### src/rtl/assert_macros.svh
// Assertion macros for the RTL files that carry checks.
// Each expects a clock named i_clk and an active-low reset named i_rst_n in scope.
`ifndef ASSERT_MACROS_SVH
`define ASSERT_MACROS_SVH

// Same-cycle implication, disabled while in reset.
`define ASSERT_IMPL(lbl, ante, cons, msg) \
    lbl: assert property (@(posedge i_clk) disable iff (!i_rst_n) (ante) |-> (cons)) \
        else $error(msg);

// Implication with a fixed delay in cycles, disabled while in reset.
`define ASSERT_DELAY(lbl, ante, dly, cons, msg) \
    lbl: assert property (@(posedge i_clk) disable iff (!i_rst_n) (ante) |-> ## dly (cons)) \
        else $error(msg);

`endif

### src/rtl/rtli_pkg.sv
// Shared types, rate/temperature tables and width helpers for the rate table interpolator.
// No dependencies; every RTL module imports this package.
package rtli_pkg;

    localparam int KIND_W             = 2;
    localparam int TEMP_W             = 24;
    localparam int RATE_W             = 28;
    localparam int TPOINT_W           = 15;
    localparam int HH_POINTS          = 19;
    localparam int EH_PH_POINTS       = 17;
    localparam int MAX_POINTS         = (HH_POINTS > EH_PH_POINTS) ? HH_POINTS : EH_PH_POINTS;
    localparam int IDX_W              = $clog2(MAX_POINTS);
    localparam int DEF_TEMP_FRAC_BITS = 8;
    localparam int DIV_STEP           = 4;

    typedef enum logic [KIND_W-1:0] {
        KIND_HH = 2'd0,
        KIND_EH = 2'd1,
        KIND_PH = 2'd2
    } t_kind;

    typedef logic [TPOINT_W-1:0] t_tpoint;
    typedef logic [RATE_W-1:0]   t_rate;
    typedef logic [IDX_W-1:0]    t_idx;

    localparam t_rate RATE_MAX = '1;

    // Side information that rides along with each transaction.
    typedef struct packed {
        logic  none;
        logic  ext;
        t_rate k_lo;
    } t_tag;

    localparam t_tpoint HH_TEMP [HH_POINTS] = '{
        1, 2, 4, 6, 8, 10, 15, 20, 25, 30, 40, 50, 60, 70, 80, 90, 100, 200, 300
    };
    localparam t_rate HH_RATE [HH_POINTS] = '{
        1380, 1430, 2710, 6600, 14700, 28800, 91000, 178000, 273000, 367000,
        538000, 686000, 814000, 925000, 1020000, 1110000, 1190000, 1750000,
        2090000
    };
    localparam t_tpoint XH_TEMP [EH_PH_POINTS] = '{
        1, 2, 5, 10, 20, 50, 100, 200, 500, 1000, 2000, 3000, 5000, 7000,
        10000, 15000, 20000
    };
    localparam t_rate EH_RATE [EH_PH_POINTS] = '{
        2389000, 3371000, 5303000, 7459000, 10470000, 16290000, 22600000,
        31060000, 45950000, 59170000, 71530000, 77120000, 81700000, 83210000,
        83660000, 82850000, 81140000
    };
    localparam t_rate PH_RATE [EH_PH_POINTS] = '{
        4000000, 4500000, 4300000, 3690000, 3170000, 3047000, 3379000,
        4043000, 5471000, 7051000, 9167000, 10700000, 13010000, 14800000,
        16950000, 19750000, 22010000
    };

    // Width of a temperature compare: input width or scaled table point, whichever is wider.
    function automatic int cmp_w(input int frac);
        return (TEMP_W > TPOINT_W + frac) ? TEMP_W : TPOINT_W + frac;
    endfunction

    // Width of d * (k_hi - k_lo).
    function automatic int prod_w(input int frac);
        return cmp_w(frac) + 1 + RATE_W + 1;
    endfunction

    // Width of the rounded, pre-scaled dividend that enters the divider.
    function automatic int quo_w(input int frac);
        return prod_w(frac) + 1 - frac;
    endfunction

    function automatic t_idx last_idx(input logic [KIND_W-1:0] kind);
        t_idx r;
        case (kind)
            KIND_HH:          r = t_idx'(HH_POINTS - 1);
            KIND_EH, KIND_PH: r = t_idx'(EH_PH_POINTS - 1);
            default:          r = '0;
        endcase
        return r;
    endfunction

    function automatic t_tpoint point_temp(input logic [KIND_W-1:0] kind, input t_idx idx);
        t_tpoint t;
        t = '0;
        case (kind)
            KIND_HH: begin
                if (idx < t_idx'(HH_POINTS)) t = HH_TEMP[idx];
            end
            KIND_EH, KIND_PH: begin
                if (idx < t_idx'(EH_PH_POINTS)) t = XH_TEMP[idx];
            end
            default: t = '0;
        endcase
        return t;
    endfunction

    function automatic t_rate point_rate(input logic [KIND_W-1:0] kind, input t_idx idx);
        t_rate k;
        k = '0;
        case (kind)
            KIND_HH: begin
                if (idx < t_idx'(HH_POINTS)) k = HH_RATE[idx];
            end
            KIND_EH: begin
                if (idx < t_idx'(EH_PH_POINTS)) k = EH_RATE[idx];
            end
            KIND_PH: begin
                if (idx < t_idx'(EH_PH_POINTS)) k = PH_RATE[idx];
            end
            default: k = '0;
        endcase
        return k;
    endfunction

endpackage

### src/rtl/rtli_div.sv
// Pipelined restoring divider: DIV_STEP quotient bits per stage, narrow remainder.
// Depends on rtli_pkg (divisor type, step count, tag struct).
module rtli_div #(
    parameter int DIV_W = rtli_pkg::quo_w(rtli_pkg::DEF_TEMP_FRAC_BITS)
) (
    input  logic              i_clk,
    input  logic              i_rst_n,
    input  logic              i_valid,
    input  rtli_pkg::t_tag    i_tag,
    input  logic [DIV_W-1:0]  i_u,
    input  logic              i_neg,
    input  rtli_pkg::t_tpoint i_dt,
    output logic              o_valid,
    output rtli_pkg::t_tag    o_tag,
    output logic [DIV_W-1:0]  o_quo,
    output logic              o_rem_nz,
    output logic              o_neg
);
    import rtli_pkg::*;

    localparam int NSTG  = (DIV_W + DIV_STEP - 1) / DIV_STEP;
    localparam int PAD_W = NSTG * DIV_STEP;

    // Dividend bits shift out of the top of acc while quotient bits shift in at the bottom.
    logic             r_vld [NSTG];
    t_tag             r_tag [NSTG];
    logic             r_neg [NSTG];
    t_tpoint          r_div [NSTG];
    t_tpoint          r_rem [NSTG];
    logic [PAD_W-1:0] r_acc [NSTG];

    logic [PAD_W-1:0] w_acc [NSTG];
    t_tpoint          w_rem [NSTG];
    t_tpoint          w_div [NSTG];
    logic [PAD_W-1:0] n_acc [NSTG];
    t_tpoint          n_rem [NSTG];

    always_comb begin : c_link
        w_acc[0] = PAD_W'(i_u);
        w_rem[0] = '0;
        w_div[0] = i_dt;
        for (int g = 1; g < NSTG; g++) begin
            w_acc[g] = r_acc[g-1];
            w_rem[g] = r_rem[g-1];
            w_div[g] = r_div[g-1];
        end
    end

    always_comb begin : c_step
        logic [PAD_W-1:0]  acc;
        logic [TPOINT_W:0] t;
        t_tpoint           rem;
        for (int g = 0; g < NSTG; g++) begin
            acc = w_acc[g];
            rem = w_rem[g];
            for (int b = 0; b < DIV_STEP; b++) begin
                t   = {rem, acc[PAD_W-1]};
                acc = {acc[PAD_W-2:0], 1'b0};
                if (t >= {1'b0, w_div[g]}) begin
                    t      = t - {1'b0, w_div[g]};
                    acc[0] = 1'b1;
                end
                rem = t[TPOINT_W-1:0];
            end
            n_acc[g] = acc;
            n_rem[g] = rem;
        end
    end

    always_ff @(posedge i_clk) begin
        if (!i_rst_n) begin
            for (int g = 0; g < NSTG; g++) r_vld[g] <= 1'b0;
        end else begin
            r_vld[0] <= i_valid;
            for (int g = 1; g < NSTG; g++) r_vld[g] <= r_vld[g-1];
        end
        r_tag[0] <= i_tag;
        r_neg[0] <= i_neg;
        for (int g = 1; g < NSTG; g++) begin
            r_tag[g] <= r_tag[g-1];
            r_neg[g] <= r_neg[g-1];
        end
        for (int g = 0; g < NSTG; g++) begin
            r_div[g] <= w_div[g];
            r_rem[g] <= n_rem[g];
            r_acc[g] <= n_acc[g];
        end
    end

    assign o_valid  = r_vld[NSTG-1];
    assign o_tag    = r_tag[NSTG-1];
    assign o_neg    = r_neg[NSTG-1];
    assign o_quo    = r_acc[NSTG-1][DIV_W-1:0];
    assign o_rem_nz = |r_rem[NSTG-1];

endmodule

### config.mk
export PLATFORM = sky130hd
export DESIGN_NAME = rtli_div
export DESIGN_NICKNAME = d
export VERILOG_FILES = /design/src/rtl/assert_macros.svh /design/src/rtl/rtli_pkg.sv /design/src/rtl/rtli_div.sv
export SDC_FILE = /design/constraint.sdc
export NUM_CORES = 2
export LEC_CHECK = 0
export BUFFER_PORTS_ARGS = -buffer_cell sky130_fd_sc_hd__buf_4
export CORE_UTILIZATION = 30
export DETAILED_ROUTE_END_ITERATION = 10
export SYNTH_ARGS = -nofsm -noshare
export SYNTH_HDL_FRONTEND = slang
export SYNTH_SLANG_ARGS = --single-unit
### constraint.sdc
create_clock -name i_clk -period 30.8 [get_ports i_clk]
set_input_delay 1.54 -clock i_clk [delete_from_list [all_inputs] [get_ports i_clk]]
set_output_delay 1.54 -clock i_clk [all_outputs]
set_load 0.01 [all_outputs]
## After elaboration in Yosys (flattened, before gate mapping)

Memories as Yosys holds them, arrays and structs flattened.
Index checks and enable logic that the tools add are counted.

- Register bits after elaboration: 0
- RAM bits: 1320
- Word-level logic and storage cells: 225
- Memories: 6

Memories:

| name | depth | width | rd ports | clocked after memory_dff | wr ports | RTL line | RTL |
|---|---|---|---|---|---|---|---|
| r_acc | 12 | 48 | 12 | 0 | 12 | rtli_div.sv:30 | `logic [PAD_W-1:0] r_acc [NSTG];` |
| r_tag | 12 | 30 | 12 | 0 | 12 | rtli_div.sv:26 | `t_tag r_tag [NSTG];` |
| r_div | 12 | 15 | 11 | 0 | 12 | rtli_div.sv:28 | `t_tpoint r_div [NSTG];` |
| r_rem | 12 | 15 | 12 | 0 | 12 | rtli_div.sv:29 | `t_tpoint r_rem [NSTG];` |
| r_neg | 12 | 1 | 12 | 0 | 12 | rtli_div.sv:27 | `logic r_neg [NSTG];` |
| r_vld | 12 | 1 | 12 | 0 | 12 | rtli_div.sv:25 | `logic r_vld [NSTG];` |

- Add/subtract/negate cells: 48
- $lt $le $gt $ge: 48
- Muxes and demuxes: 110
- Bitwise operators: 12
- Reductions and logical operators: 1

Operator list:

| operator | count |
|---|---|
| $ge A16 B15 Y1 | 47 |
| $mux W15 | 48 |
| $sub A15 B15 Y15 | 47 |
| $mux W1 | 62 |
| $ge A1 B15 Y1 const A | 1 |
| $reduce_or A15 Y1 | 1 |
| $sub A1 B15 Y15 const A | 1 |
| $or A1 B1 Y1 | 12 |

## Logic depth before layout (Yosys ltp)

An unclocked memory read counts as a cell.

- Word-level depth: 9
- Mapped depth: 54
- Depth with buffers taken out: 48

## Worst setup path after synthesis

OpenSTA, ideal clock, no wires.

- Path kind: register to register
- From: memory r_div[7][1] in the netlist's numbering
- To: memory r_rem[2][10] in the netlist's numbering
- Library setup time: 0.121 ns
- Arrival: 10.500 ns
- Path slack: 20.180 ns
- Stages on the path, launching flop included: 45
- Buffers on the path: 5
- Path through: dfxtp_1 inv_1 fa_1 a21oi_1 o221ai_1 o41ai_1 nand3b_1 a311oi_1 clkbuf_1 clkbuf_1 a21oi_1 fa_1 nor2b_1 o21ai_0 a21boi_1 o21ai_0 nand3_1 o22ai_1 [... 9 more ...] o211ai_1 a2111oi_0 nor2_1 nor4_2 mux2_2 fa_1 nor2b_1 o21a_1 o21ai_0 a2111oi_0 o31ai_1 nand2b_1 o211ai_1 nand2_1 a21oi_1 o211ai_1 buf_2 mux2_2

RTL lines:

| what | RTL line |
|---|---|
| start: declaration | rtli_div.sv:28 |
| end: declaration | rtli_div.sv:29 |

==> impl_metrics.env <==
export IMPL_syn_num_nets=7865
export IMPL_die_w_um=472
export IMPL_crit_type="flip-flop to flip-flop"
export IMPL_cp_max_fo=32
export IMPL_maxCapViolCount=0
export IMPL_dr_wl_met3_um=7320
export IMPL_num_vias=50500
export IMPL_dr_pass1_iters=8
export IMPL_dp_slack_ns=18.46
export IMPL_hold_violations=0
export IMPL_period_needed_ns=12.35
export IMPL_wl_um=168000
export IMPL_cts_sinks=1293
export IMPL_worstPathArrival_ns=12.99
export IMPL_clk_pin_slew_worst_paths_ns=0.06
export IMPL_required_ns=31.44
export IMPL_async_flop_share_pct=0
export IMPL_initial_core_util_pct=30.2
export IMPL_synthDistinctLibCells=96
export IMPL_die_area_mm2=0.223
export IMPL_rsz0062_at_grt="no"
export IMPL_netlist_instances=7016
export IMPL_outcome="complete, no violations"
export IMPL_drc=0
export IMPL_dr_max_layer_used="met4"
export IMPL_setup_viol=0
export IMPL_cts_resized=0
export IMPL_clk_path_buf_depth=3
export IMPL_synth_edf_count=0
export IMPL_holdCritPathClass="flip-flop to flip-flop"
export IMPL_fp_coreArea_mm2=0.220
export IMPL_end_kind="flip-flop"
export IMPL_clockRootBuffer="clkbuf_16"
export IMPL_final_setup_skew_ns=0.0380
export IMPL_clkLatencyLatePin_ns=0.81
export IMPL_dieHeight_um=472
export IMPL_grt_max_degree=33
export IMPL_fmax_mhz=81.0
export IMPL_port_buffers=175
export IMPL_placed_area_mm2=0.0704
export IMPL_finalWeightedCongestion=0.916
export IMPL_finalCritPeriodShare_pct=40.1
export IMPL_start_kind="flip-flop"
export IMPL_crit_path_max_incr_delay_ns=0.77
export IMPL_layout_nets=8036
export IMPL_grt_first_pass_wirelength_um=264000
export IMPL_num_fill_cells=22200
export IMPL_pin_count=176
export IMPL_synth_flop_cell="dfxtp_1"
export IMPL_final_cell_area_mm2=0.0755
export IMPL_ys_warnings_count=0
export IMPL_avgSynthCellArea_um2=9.45
export IMPL_finalNonFillerCells=10200
export IMPL_synth_area_mm2=0.0663
export IMPL_final_layout_size_suffix_gt1_share_pct=10.9
export IMPL_place_inst=9909
export IMPL_numCtsBuffers=147
export IMPL_relSlewSlack_pct=25.1
export IMPL_grt_usage_pct=14.6
export IMPL_m1WireLength_um=78200
export IMPL_postCtsSetupRepairBufs=0
export IMPL_final_common_cell="dfxtp_1"
export IMPL_cts_tree="built"
export IMPL_ys_seq_area_share_pct=39.1
export IMPL_slowest_stage="a211o_1"
export IMPL_std_cell_rows=172
export IMPL_ys_ff_latch=1293
export IMPL_wl_per_cell_um=16.5
export IMPL_final_cell_mix="1293 x dfxtp_1, 706 x ha_1, 497 x a21oi_1"
export IMPL_cts_hold_buffers=0
export IMPL_drt_iter0_markers=2868
export IMPL_dp_hpwl_um=131000
export IMPL_drv_slew=0
export IMPL_via_per_inst=4.96
export IMPL_area_growth_syn_to_layout_pct=13.9
export IMPL_antenna_found_initial=5
export IMPL_htree_levels=4
export IMPL_tightest_slew_ns=1.12
export IMPL_tns_ns=0
export IMPL_ant_nets=0
export IMPL_grt_pass1_vias=49300
export IMPL_grt_overflow_total=0
export IMPL_dr_wl_met2_um=76400
export IMPL_postLayoutSetupSlackWorst_ns=18.45
==> logic make-up after synthesis <==
family          after synthesis  synth area share [%]
compound gates             1816                  17.6
xor+xnor                    493                  6.52
fa+ha+maj                   753                  14.7
buf+inv                     669                  4.26
flops                      1293                  39.1
mux                         335                  5.58
simple gates               1657                  12.2
==> flip-flops by register name, indices dropped and copies added (netlist names) <==
name   cells
r_acc    564
r_div    165
r_rem    180
r_neg     12
r_tag    360
r_vld     12
==> critical path, delay by kind of cell (launching register included) <==
family                     cells  cell delay, ns
buffers and inverters          4            0.90
adders and majority gates      4            1.65
muxes                          1            0.44
AOI/OAI and AO/OA             24            6.61
and+or+nand+nor               10            1.92
DFF                            1            0.67
==> per-stage QoR <==
step / hold WS [ns] / util [%]
final: 0.311 / 34.4
after global routing: 0.317 / 34.4
after CTS: 0.305 / 34.4
after detailed placement: 0.312 / 32.1
after global placement: 0.310 / 32.1
after floorplan: 0.310 / -
==> Yosys cell counts (35+ instances only) <==
| cell type | number | area share (%) |
|---|---|---|
| fa_1 | 47 | 1.4 |
| nor4_1 | 35 | 0.33 |
| and2_1 | 41 | 0.39 |
| mux2_2 | 237 | 4.0 |
| inv_1 | 472 | 2.7 |
| dfxtp_1 | 1293 | 39 |
| xnor2_1 | 331 | 4.4 |
| o31ai_1 | 56 | 0.63 |
| nand2b_1 | 111 | 1.0 |
| or3_1 | 45 | 0.42 |
| mux2i_1 | 61 | 0.92 |
| o21ai_0 | 386 | 2.9 |
| xor2_1 | 162 | 2.1 |
| nor2b_1 | 114 | 1.1 |
| a211oi_1 | 56 | 0.63 |
| nand3_1 | 98 | 0.74 |
| o211ai_1 | 40 | 0.45 |
| a31oi_1 | 50 | 0.47 |
| mux2_1 | 36 | 0.61 |
| nor3_1 | 129 | 0.97 |
| a21oi_1 | 497 | 3.8 |
| ha_1 | 706 | 13 |
| buf_4 | 77 | 0.87 |
| nand2_1 | 411 | 2.3 |
| clkbuf_1 | 80 | 0.45 |
| a21o_1 | 154 | 1.7 |
| nor2_1 | 436 | 2.5 |
| a21boi_0 | 39 | 0.44 |
| o21ai_1 | 70 | 0.53 |
| o21bai_1 | 49 | 0.56 |
| nand4_1 | 105 | 0.99 |
| o21a_1 | 94 | 1.1 |
==> final timing paths <==
path | start | end | slack, ns | cells past startpoint
setup / recovery | r_div[1][1] | r_rem[0][35] | 18.45 | 43
hold / removal | r_acc[2][91] | r_acc[2][143] | 0.31 | 0
setup reg to reg | r_div[1][1] | r_rem[0][35] | 18.45 | 43
hold reg to reg | r_acc[2][91] | r_acc[2][143] | 0.31 | 0
==> metal layers <==
layer	global-route usage (%)	up-vias
met5	0	-
met3	2.37	325
li1	-	25400
met2	24.0	1104
met4	5.58	0
met1	19.2	23700
==> cell type report <==
type                            instances  area (um2)  share of cell area, %
Clock inverter                         76         853                   1.13
Multi-Input combinational cell       5054       37600                   49.8
Sequential cell                      1293       25900                   34.3
Inverter                              486        1820                   2.42
Timing Repair Buffer                  205        1540                   2.04
Antenna cell                            3        7.51                0.00994
Clock buffer                          191        4200                   5.56
Tap cell                             2871        3590                   4.76
Power is not shown: default switching activity piles up to over one toggle a cycle in this logic, so the estimate is an artifact.
