==> config.mk <==
export PLATFORM = sky130hd
export DESIGN_NAME = rtli_mul
export DESIGN_NICKNAME = d
export VERILOG_FILES = /design/src/rtl/assert_macros.svh /design/src/rtl/rtli_pkg.sv /design/src/rtl/rtli_mul.sv
export SDC_FILE = /design/constraint.sdc
export NUM_CORES = 2
export LEC_CHECK = 0
export ABC_CLOCK_PERIOD_IN_PS = 11800
export BUFFER_PORTS_ARGS = -buffer_cell sky130_fd_sc_hd__buf_2
export CAP_MARGIN = 25
export CORE_MARGIN = 2
export CORE_UTILIZATION = 45
export CTS_CLUSTER_SIZE = 24
export DETAILED_ROUTE_END_ITERATION = 10
export GPL_ROUTABILITY_DRIVEN = 0
export HOLD_SLACK_MARGIN = 0.1
export PLACE_DENSITY = 0.69
export SETUP_SLACK_MARGIN = 0.5
export SLEW_MARGIN = 20
export SYNTH_ARGS = -nofsm -noshare
export SYNTH_HDL_FRONTEND = slang
export SYNTH_SLANG_ARGS = --single-unit
==> constraint.sdc <==
create_clock -name i_clk -period 11.8 [get_ports i_clk]
set_input_delay 1.77 -clock i_clk [delete_from_list [all_inputs] [get_ports i_clk]]
set_output_delay 1.77 -clock i_clk [all_outputs]
set_load 0.02 [all_outputs]
==> src/rtl/assert_macros.svh <==
// Assertion macros for the RTL files that carry checks.
// Each expects a clock named i_clk and an active-low reset named i_rst_n in scope.
`ifndef ASSERT_MACROS_SVH
`define ASSERT_MACROS_SVH

// Same-cycle implication, disabled while in reset.
`define ASSERT_IMPL(lbl, ante, cons, msg) \
    lbl: assert property (@(posedge i_clk) disable iff (!i_rst_n) (ante) |-> (cons)) \
        else $error(msg);

// Implication with a fixed delay in cycles, disabled while in reset.
`define ASSERT_DELAY(lbl, ante, dly, cons, msg) \
    lbl: assert property (@(posedge i_clk) disable iff (!i_rst_n) (ante) |-> ## dly (cons)) \
        else $error(msg);

`endif

==> src/rtl/rtli_pkg.sv <==
// Shared types, rate/temperature tables and width helpers for the rate table interpolator.
// No dependencies; every RTL module imports this package.
package rtli_pkg;

    localparam int KIND_W             = 2;
    localparam int TEMP_W             = 24;
    localparam int RATE_W             = 28;
    localparam int TPOINT_W           = 15;
    localparam int HH_POINTS          = 19;
    localparam int EH_PH_POINTS       = 17;
    localparam int MAX_POINTS         = (HH_POINTS > EH_PH_POINTS) ? HH_POINTS : EH_PH_POINTS;
    localparam int IDX_W              = $clog2(MAX_POINTS);
    localparam int DEF_TEMP_FRAC_BITS = 8;
    localparam int DIV_STEP           = 4;

    typedef enum logic [KIND_W-1:0] {
        KIND_HH = 2'd0,
        KIND_EH = 2'd1,
        KIND_PH = 2'd2
    } t_kind;

    typedef logic [TPOINT_W-1:0] t_tpoint;
    typedef logic [RATE_W-1:0]   t_rate;
    typedef logic [IDX_W-1:0]    t_idx;

    localparam t_rate RATE_MAX = '1;

    // Side information that rides along with each transaction.
    typedef struct packed {
        logic  none;
        logic  ext;
        t_rate k_lo;
    } t_tag;

    localparam t_tpoint HH_TEMP [HH_POINTS] = '{
        1, 2, 4, 6, 8, 10, 15, 20, 25, 30, 40, 50, 60, 70, 80, 90, 100, 200, 300
    };
    localparam t_rate HH_RATE [HH_POINTS] = '{
        1380, 1430, 2710, 6600, 14700, 28800, 91000, 178000, 273000, 367000,
        538000, 686000, 814000, 925000, 1020000, 1110000, 1190000, 1750000,
        2090000
    };
    localparam t_tpoint XH_TEMP [EH_PH_POINTS] = '{
        1, 2, 5, 10, 20, 50, 100, 200, 500, 1000, 2000, 3000, 5000, 7000,
        10000, 15000, 20000
    };
    localparam t_rate EH_RATE [EH_PH_POINTS] = '{
        2389000, 3371000, 5303000, 7459000, 10470000, 16290000, 22600000,
        31060000, 45950000, 59170000, 71530000, 77120000, 81700000, 83210000,
        83660000, 82850000, 81140000
    };
    localparam t_rate PH_RATE [EH_PH_POINTS] = '{
        4000000, 4500000, 4300000, 3690000, 3170000, 3047000, 3379000,
        4043000, 5471000, 7051000, 9167000, 10700000, 13010000, 14800000,
        16950000, 19750000, 22010000
    };

    // Width of a temperature compare: input width or scaled table point, whichever is wider.
    function automatic int cmp_w(input int frac);
        return (TEMP_W > TPOINT_W + frac) ? TEMP_W : TPOINT_W + frac;
    endfunction

    // Width of d * (k_hi - k_lo).
    function automatic int prod_w(input int frac);
        return cmp_w(frac) + 1 + RATE_W + 1;
    endfunction

    // Width of the rounded, pre-scaled dividend that enters the divider.
    function automatic int quo_w(input int frac);
        return prod_w(frac) + 1 - frac;
    endfunction

    function automatic t_idx last_idx(input logic [KIND_W-1:0] kind);
        t_idx r;
        case (kind)
            KIND_HH:          r = t_idx'(HH_POINTS - 1);
            KIND_EH, KIND_PH: r = t_idx'(EH_PH_POINTS - 1);
            default:          r = '0;
        endcase
        return r;
    endfunction

    function automatic t_tpoint point_temp(input logic [KIND_W-1:0] kind, input t_idx idx);
        t_tpoint t;
        t = '0;
        case (kind)
            KIND_HH: begin
                if (idx < t_idx'(HH_POINTS)) t = HH_TEMP[idx];
            end
            KIND_EH, KIND_PH: begin
                if (idx < t_idx'(EH_PH_POINTS)) t = XH_TEMP[idx];
            end
            default: t = '0;
        endcase
        return t;
    endfunction

    function automatic t_rate point_rate(input logic [KIND_W-1:0] kind, input t_idx idx);
        t_rate k;
        k = '0;
        case (kind)
            KIND_HH: begin
                if (idx < t_idx'(HH_POINTS)) k = HH_RATE[idx];
            end
            KIND_EH: begin
                if (idx < t_idx'(EH_PH_POINTS)) k = EH_RATE[idx];
            end
            KIND_PH: begin
                if (idx < t_idx'(EH_PH_POINTS)) k = PH_RATE[idx];
            end
            default: k = '0;
        endcase
        return k;
    endfunction

endpackage

==> src/rtl/rtli_mul.sv <==
// Multiply, round and pre-scale: three pipeline stages feeding the divider.
// Depends on rtli_pkg (widths, tag struct).
module rtli_mul #(
    parameter int TEMP_FRAC_BITS = rtli_pkg::DEF_TEMP_FRAC_BITS
) (
    input  logic                                             i_clk,
    input  logic                                             i_rst_n,
    input  logic                                             i_valid,
    input  rtli_pkg::t_tag                                   i_tag,
    input  logic signed [rtli_pkg::cmp_w(TEMP_FRAC_BITS):0]  i_d,
    input  logic signed [rtli_pkg::RATE_W:0]                 i_dk,
    input  rtli_pkg::t_tpoint                                i_dt,
    output logic                                             o_valid,
    output rtli_pkg::t_tag                                   o_tag,
    output logic [rtli_pkg::quo_w(TEMP_FRAC_BITS)-1:0]       o_u,
    output logic                                             o_neg,
    output rtli_pkg::t_tpoint                                o_dt
);
    import rtli_pkg::*;

    localparam int PROD_W = prod_w(TEMP_FRAC_BITS);
    localparam int X_W    = PROD_W + 2;
    localparam int Y_W    = quo_w(TEMP_FRAC_BITS);

    // Stage M1: product
    logic                     r_m1_vld;
    t_tag                     r_m1_tag;
    t_tpoint                  r_m1_dt;
    logic signed [PROD_W-1:0] r_m1_prod;
    logic signed [PROD_W-1:0] n_m1_prod;

    assign n_m1_prod = i_d * i_dk;

    always_ff @(posedge i_clk) begin
        if (!i_rst_n) begin
            r_m1_vld <= 1'b0;
        end else begin
            r_m1_vld <= i_valid;
        end
        r_m1_tag  <= i_tag;
        r_m1_dt   <= i_dt;
        r_m1_prod <= n_m1_prod;
    end

    // Stage M2: add half divisor, drop the power-of-two part of the divisor (floor)
    logic                  r_m2_vld;
    t_tag                  r_m2_tag;
    t_tpoint               r_m2_dt;
    logic signed [Y_W-1:0] r_m2_y;
    logic signed [Y_W-1:0] n_m2_y;

    always_comb begin : c_round
        logic [X_W-1:0]        dt_sh;
        logic signed [X_W-1:0] x;
        dt_sh  = X_W'(r_m1_dt) << TEMP_FRAC_BITS;
        x      = $signed({r_m1_prod[PROD_W-1], r_m1_prod, 1'b0}) + $signed(dt_sh);
        n_m2_y = Y_W'(x >>> (TEMP_FRAC_BITS + 1));
    end

    always_ff @(posedge i_clk) begin
        if (!i_rst_n) begin
            r_m2_vld <= 1'b0;
        end else begin
            r_m2_vld <= r_m1_vld;
        end
        r_m2_tag <= r_m1_tag;
        r_m2_dt  <= r_m1_dt;
        r_m2_y   <= n_m2_y;
    end

    // Stage M3: sign and magnitude for the unsigned divider
    logic           r_m3_vld;
    t_tag           r_m3_tag;
    t_tpoint        r_m3_dt;
    logic           r_m3_neg;
    logic [Y_W-1:0] r_m3_u;
    logic           n_m3_neg;
    logic [Y_W-1:0] n_m3_u;

    assign n_m3_neg = r_m2_y[Y_W-1];
    assign n_m3_u   = n_m3_neg ? $unsigned(-r_m2_y) : $unsigned(r_m2_y);

    always_ff @(posedge i_clk) begin
        if (!i_rst_n) begin
            r_m3_vld <= 1'b0;
        end else begin
            r_m3_vld <= r_m2_vld;
        end
        r_m3_tag <= r_m2_tag;
        r_m3_dt  <= r_m2_dt;
        r_m3_neg <= n_m3_neg;
        r_m3_u   <= n_m3_u;
    end

    assign o_valid = r_m3_vld;
    assign o_tag   = r_m3_tag;
    assign o_u     = r_m3_u;
    assign o_neg   = r_m3_neg;
    assign o_dt    = r_m3_dt;

endmodule

; After elaboration in Yosys (flattened, before gate mapping)
; Cells that the tools add are included.
[classes]
addsub = 2
n_mul = 1
n_div = 0
n_lt_le_gt_ge = 0
eq_ne = 0
shift = 0
mux = 1
bitwise = 0
n_reduce_logical = 0
[ops]
columns = op, n
row1 = 55-bit by 24-bit adder with 56-bit output, 1
row2 = 25-bit by 29-bit multiplier with 54-bit output, 1
row3 = 47-bit negation, 1
row4 = 46-bit two-way mux, 1
[totals]
register_bits = 287
latchBits = 0
ramBits = 0
romBits = 0
in_bits = 102
output_inout_bits = 94
wordCells = 24
memories = 0

; Depth between registers and ports, before layout
[logic_depth]
ltp_word = 2
depth_mapped = 27
mapped_depth_nobuf = 24

; Worst setup path before layout
; OpenSTA, ideal clock, no wires.
[synth_path]
path_kind = input port to flip-flop
start = input i_d[1] (netlist bit)
end = register r_m1_prod[48]
setup_ps = 72
arrival_ps = 8180
required_ps = 11728
path_slack_ps = 3548
stages = 23
path_buffers = 3
path_cell_list = clkbuf_1 clkbuf_1 nand2_1 inv_1 fa_1 fa_1 inv_1 fa_1 fa_1 fa_1 fa_1 fa_1 inv_1 ha_1 clkbuf_1 a21oi_1 nand2_1 o311ai_0 nand3_1 a21oi_1 a21oi_1 o41ai_1 xnor2_1
[synth_between]
elab_chain_cells = 1
[synth_rtl]
columns = item, line_no
row1 = from (decl), rtli_mul.sv:10  ; input logic signed [rtli_pkg::cmp_w(TEMP_FRAC_BITS):0] i_d,
row2 = 25-bit by 29-bit multiplier with 54-bit output, rtli_mul.sv:32  ; assign n_m1_prod = i_d * i_dk;
row3 = named net n_m1_prod[48], rtli_mul.sv:30  ; logic signed [PROD_W-1:0] n_m1_prod;
row4 = to (signal assigned), rtli_mul.sv:42  ; r_m1_prod <= n_m1_prod;
row5 = to (decl), rtli_mul.sv:29  ; logic signed [PROD_W-1:0] r_m1_prod;
; The timed path passes the listed nets, and every way through them passes these cells.
; A chain may end at the register's enable or synchronous reset.

; Final worst setup path
[layout_path]
start = input i_dk[21] (netlist bit)
end = register r_m1_prod[37]
[layout_between]
elab_chain_cells = 1
[layout_rtl]
columns = item, line_no
row1 = from (decl), rtli_mul.sv:11  ; input logic signed [rtli_pkg::RATE_W:0] i_dk,
row2 = 25-bit by 29-bit multiplier with 54-bit output, rtli_mul.sv:32
row3 = named net n_m1_prod[37], rtli_mul.sv:30
; The timed path passes the listed nets, and every way through them passes these cells.

==> flow_summary.toml <==
[run_status]
outcome = "finished, final reports clean"

[job]
cap_viol_max_count = 0

[sta]
slew_violations = 0
min_period_ps = 8432
setup-tns-final_ps = 0
achievable-frequency_mhz = 118.6
fin_worst_skew_ps = 11.93
worst_hold_slack_across_all_endpoints_ps = 321.7
setup_viol = 0
part_of_the_cycle_the_worst_path_needs = 0.7146
grt_setup_unrepaired = "false"
worstMarginPinSlew_ps = 811.5
max_slew_margin = 0.4553
finalHoldViolations = 0

[placement]
placed_instance_count = 4413
hpwlAfterDp_um = 63790
io_buffers = 195

[layout]
n_fill_cell = 6804
final_net_count = 4483
layout-drive-gt1-share = 0.07655
postLayoutCoreUtil = 0.4860
syn2layout_area_growth_pct = 7.331
instances_no_fill = 4459

[synth]
post_synth_instance_area_um2 = 33540
syn_inst = 3398
post-synth-top-area-fraction = 0.4477
synth.yosys.seq_area_share = 0.1671
postSynth.asyncResetShare = 0
synth-edff-count = 0
synth_area_per_cell_um2 = 9.870
post_syn_nets = 4411
yosys_warnings = 0
yosysTopAreaCell = "sky130_fd_sc_hd__fa_1"
yosys_register_bits = 280
post_synth_main_area_contributors = "sky130_fd_sc_hd__fa_1 (45%), sky130_fd_sc_hd__dfxtp_1 (17%), sky130_fd_sc_hd__inv_1 (8.0%), sky130_fd_sc_hd__and2_1 (6.7%), sky130_fd_sc_hd__ha_1 (6.0%)"
synth-main-ff-cell = "sky130_fd_sc_hd__dfxtp_1"
synth.lib_cells_used.distinct = 53

[floorplan]
die_y_um = 277.0
core_um2 = 74070
die_w_um = 277.0
design.die.area_um2 = 76730
starting_density_of_the_core = 0.4528
rows = 100
boundaryPins = 196

[global_routing]
vias_in_the_first_global_route = 24690
wire_length_of_the_first_global_routing_pass_um = 131200
globalRouteOverflowTotal = 0
grt_antenna_before_repair = 6
grt_max_degree = 49
global_route.usage.total = 0.2127

[route]
detail_route.drc_violations = 0
dr.first_iter.drc_count = 1214
detail_route.wl_per_cell_um = 17.64
detail_route.wirelength_um = 78640
routed-via-count = 22460
drtAntennaViolNets = 0
firstDrtPassIters = 6
drt-vias-per-instance = 5.037

[setup_path]
endpoint_kind = "flip-flop"
worst-r2r-cell-count = 8
worst_r2r_startpoint = "r_m2_y[8]"
critical_path_required_ps = 12240
worst-r2r-setup-slack_ps = 8050
worstReg2RegEnd = "o_u[41]"
critical_path_arrival_ps = 8870
crit_path_max_fanout = 25
setup.worst_path.start_class = "input pin"
worst-setup-path-type = "input pin to flip-flop"

[clocking]
postCtsHoldBufs = 0
cts.reportedPaths.clkPinSlew_ps = 70
cts-htree-levels = 1
post_cts.resized_instances = 0
cts_setup_buffers = 0
cts_inserted_buffers = 24
cts.root.buffer_cell = "sky130_fd_sc_hd__clkbuf_16"
clock_sink_count = 280
worst_skew_pair.late_latency_ps = 520
ctsLongestPathBuffers = 3
tritoncts_clock_tree = "done"

[hold_path]
hold-path-cell-count = 0
min_delay_worst_endpoint = "r_m2_tag[11]"
hold_class = "flip-flop to flip-flop"
hold_path_startpoint = "r_m1_tag[11]"
## synth_stat cells (3+ instances only)
cell type	instances
sky130_fd_sc_hd__and4_1	8
sky130_fd_sc_hd__o211ai_1	10
sky130_fd_sc_hd__or3_1	9
sky130_fd_sc_hd__o22ai_1	5
sky130_fd_sc_hd__a31oi_1	7
sky130_fd_sc_hd__o31ai_1	13
sky130_fd_sc_hd__nand2_1	413
sky130_fd_sc_hd__xor2_1	31
sky130_fd_sc_hd__nor3_1	13
sky130_fd_sc_hd__nand2b_1	12
sky130_fd_sc_hd__or2_2	6
sky130_fd_sc_hd__fa_1	750
sky130_fd_sc_hd__nand3_1	28
sky130_fd_sc_hd__o21ai_0	49
sky130_fd_sc_hd__nand3b_1	3
sky130_fd_sc_hd__a221oi_1	3
sky130_fd_sc_hd__a211oi_1	6
sky130_fd_sc_hd__dfxtp_1	280
sky130_fd_sc_hd__nor2b_1	6
sky130_fd_sc_hd__or4_4	9
sky130_fd_sc_hd__or4_1	3
sky130_fd_sc_hd__a21oi_1	49
sky130_fd_sc_hd__nand4_1	15
sky130_fd_sc_hd__o21a_1	11
sky130_fd_sc_hd__or3_2	4
sky130_fd_sc_hd__a21o_1	29
sky130_fd_sc_hd__o41ai_1	6
sky130_fd_sc_hd__clkbuf_1	149
sky130_fd_sc_hd__ha_1	161
sky130_fd_sc_hd__inv_1	711
sky130_fd_sc_hd__nor2_1	71
sky130_fd_sc_hd__xnor2_1	113
sky130_fd_sc_hd__a21boi_0	3
sky130_fd_sc_hd__o21bai_1	5
sky130_fd_sc_hd__and2_1	360
sky130_fd_sc_hd__and3_1	21
## cell usage in the layout, fill, tap and decap left out, drive strengths merged, types with 15 or more instances in the layout
master,synthesis,layout
o31ai,15,15
dfxtp,280,280
xnor2,113,113
and3,21,21
nand2,413,413
nand4,15,15
o21ai,49,49
xor2,31,31
a21oi,49,49
nand3,28,28
inv,711,712
or3,15,15
clkbuf,149,33
ha,161,161
a21o,29,29
and2,360,360
buf,2,197
nor2,71,71
fa,750,750
## layer usage
layer  up-vias  wire length (um)  track usage
met5         -                25            0
met4         4              1341      0.04125
met3       114              5829      0.03991
met2       795             37480       0.3628
met1     11390             33970       0.2847
li1      10160                 -            -
## sequential cells by signal (all words and copies together), names as in the netlist
register and count:
r_m2_vld 1, o_valid 1, r_m2_dt 15, o_u 47
o_neg 1, r_m2_tag 30, r_m1_tag 30, r_m1_vld 1
o_tag 30, r_m1_dt 15, r_m2_y 47, o_dt 15
r_m1_prod 47
## final cells by class
cell class	instances	area, um2	share of cell area
inverters	711	2669	0.07414
repair buffers	197	991.0	0.02753
clock inverters	11	101.3	0.002815
clock buffers	33	715.7	0.01988
multi-input cells	2256	24700	0.6861
flip-flops and latches	280	5605	0.1557
diodes	2	5.005	0.0001390
well taps	969	1212	0.03368
## logic make-up (layout without fill, tap and decap cells)
logic type	after synthesis	count (layout)	share of synthesized area
adder cells (fa/ha/maj)	911	911	0.5077
buffers and inverters	862	952	0.09647
AO/OA/AOI/OAI	213	213	0.04160
AND/OR/NAND/NOR	988	988	0.1495
flip-flops	280	280	0.1671
XOR/XNOR	144	144	0.03760
other	0	2	0
## worst max-delay path by stage
stage / start / to / slack, ps / depth (start not counted)
2_1_floorplan: i_d[1] / r_m1_prod[48] / 3550 / 23
3_3_place_gp: i_dk[21] / r_m1_prod[37] / 2950 / 23
3_5_place_dp: i_d[1] / r_m1_prod[48] / 2950 / 20
4_1_cts: i_d[1] / r_m1_prod[48] / 3490 / 20
5_1_grt: i_d[4] / r_m1_prod[37] / 3010 / 23
6_report: i_dk[21] / r_m1_prod[37] / 3370 / 23
## critical path, cell delays in order
cell	delay, ps
sky130_fd_sc_hd__buf_2	500
sky130_fd_sc_hd__nand2_1	170
sky130_fd_sc_hd__fa_1	570
sky130_fd_sc_hd__inv_1	50
sky130_fd_sc_hd__fa_1	550
sky130_fd_sc_hd__inv_1	90
sky130_fd_sc_hd__fa_1	480
sky130_fd_sc_hd__fa_1	560
sky130_fd_sc_hd__inv_1	60
sky130_fd_sc_hd__fa_1	500
sky130_fd_sc_hd__fa_1	500
sky130_fd_sc_hd__inv_1	50
sky130_fd_sc_hd__fa_1	500
sky130_fd_sc_hd__inv_1	60
sky130_fd_sc_hd__ha_1	370
sky130_fd_sc_hd__nand4_1	230
sky130_fd_sc_hd__nor3_1	130
sky130_fd_sc_hd__nand4_1	130
sky130_fd_sc_hd__a21oi_1	50
sky130_fd_sc_hd__a311oi_1	700
sky130_fd_sc_hd__a21boi_0	310
sky130_fd_sc_hd__a41oi_1	340
sky130_fd_sc_hd__xnor2_1	160
## through the flow
stage          setup slack (ps)  area (um2)
3_3_place_gp               2952       35170
4_1_cts                    3489       35990
3_5_place_dp               2949       35180
2_1_floorplan              3548       33540
6_report                   3368       36000
5_1_grt                    3010       36000
Power is left out: the tool's default activity adds up to more than one toggle a clock period on the data nets, which glitch-free logic cannot reach.
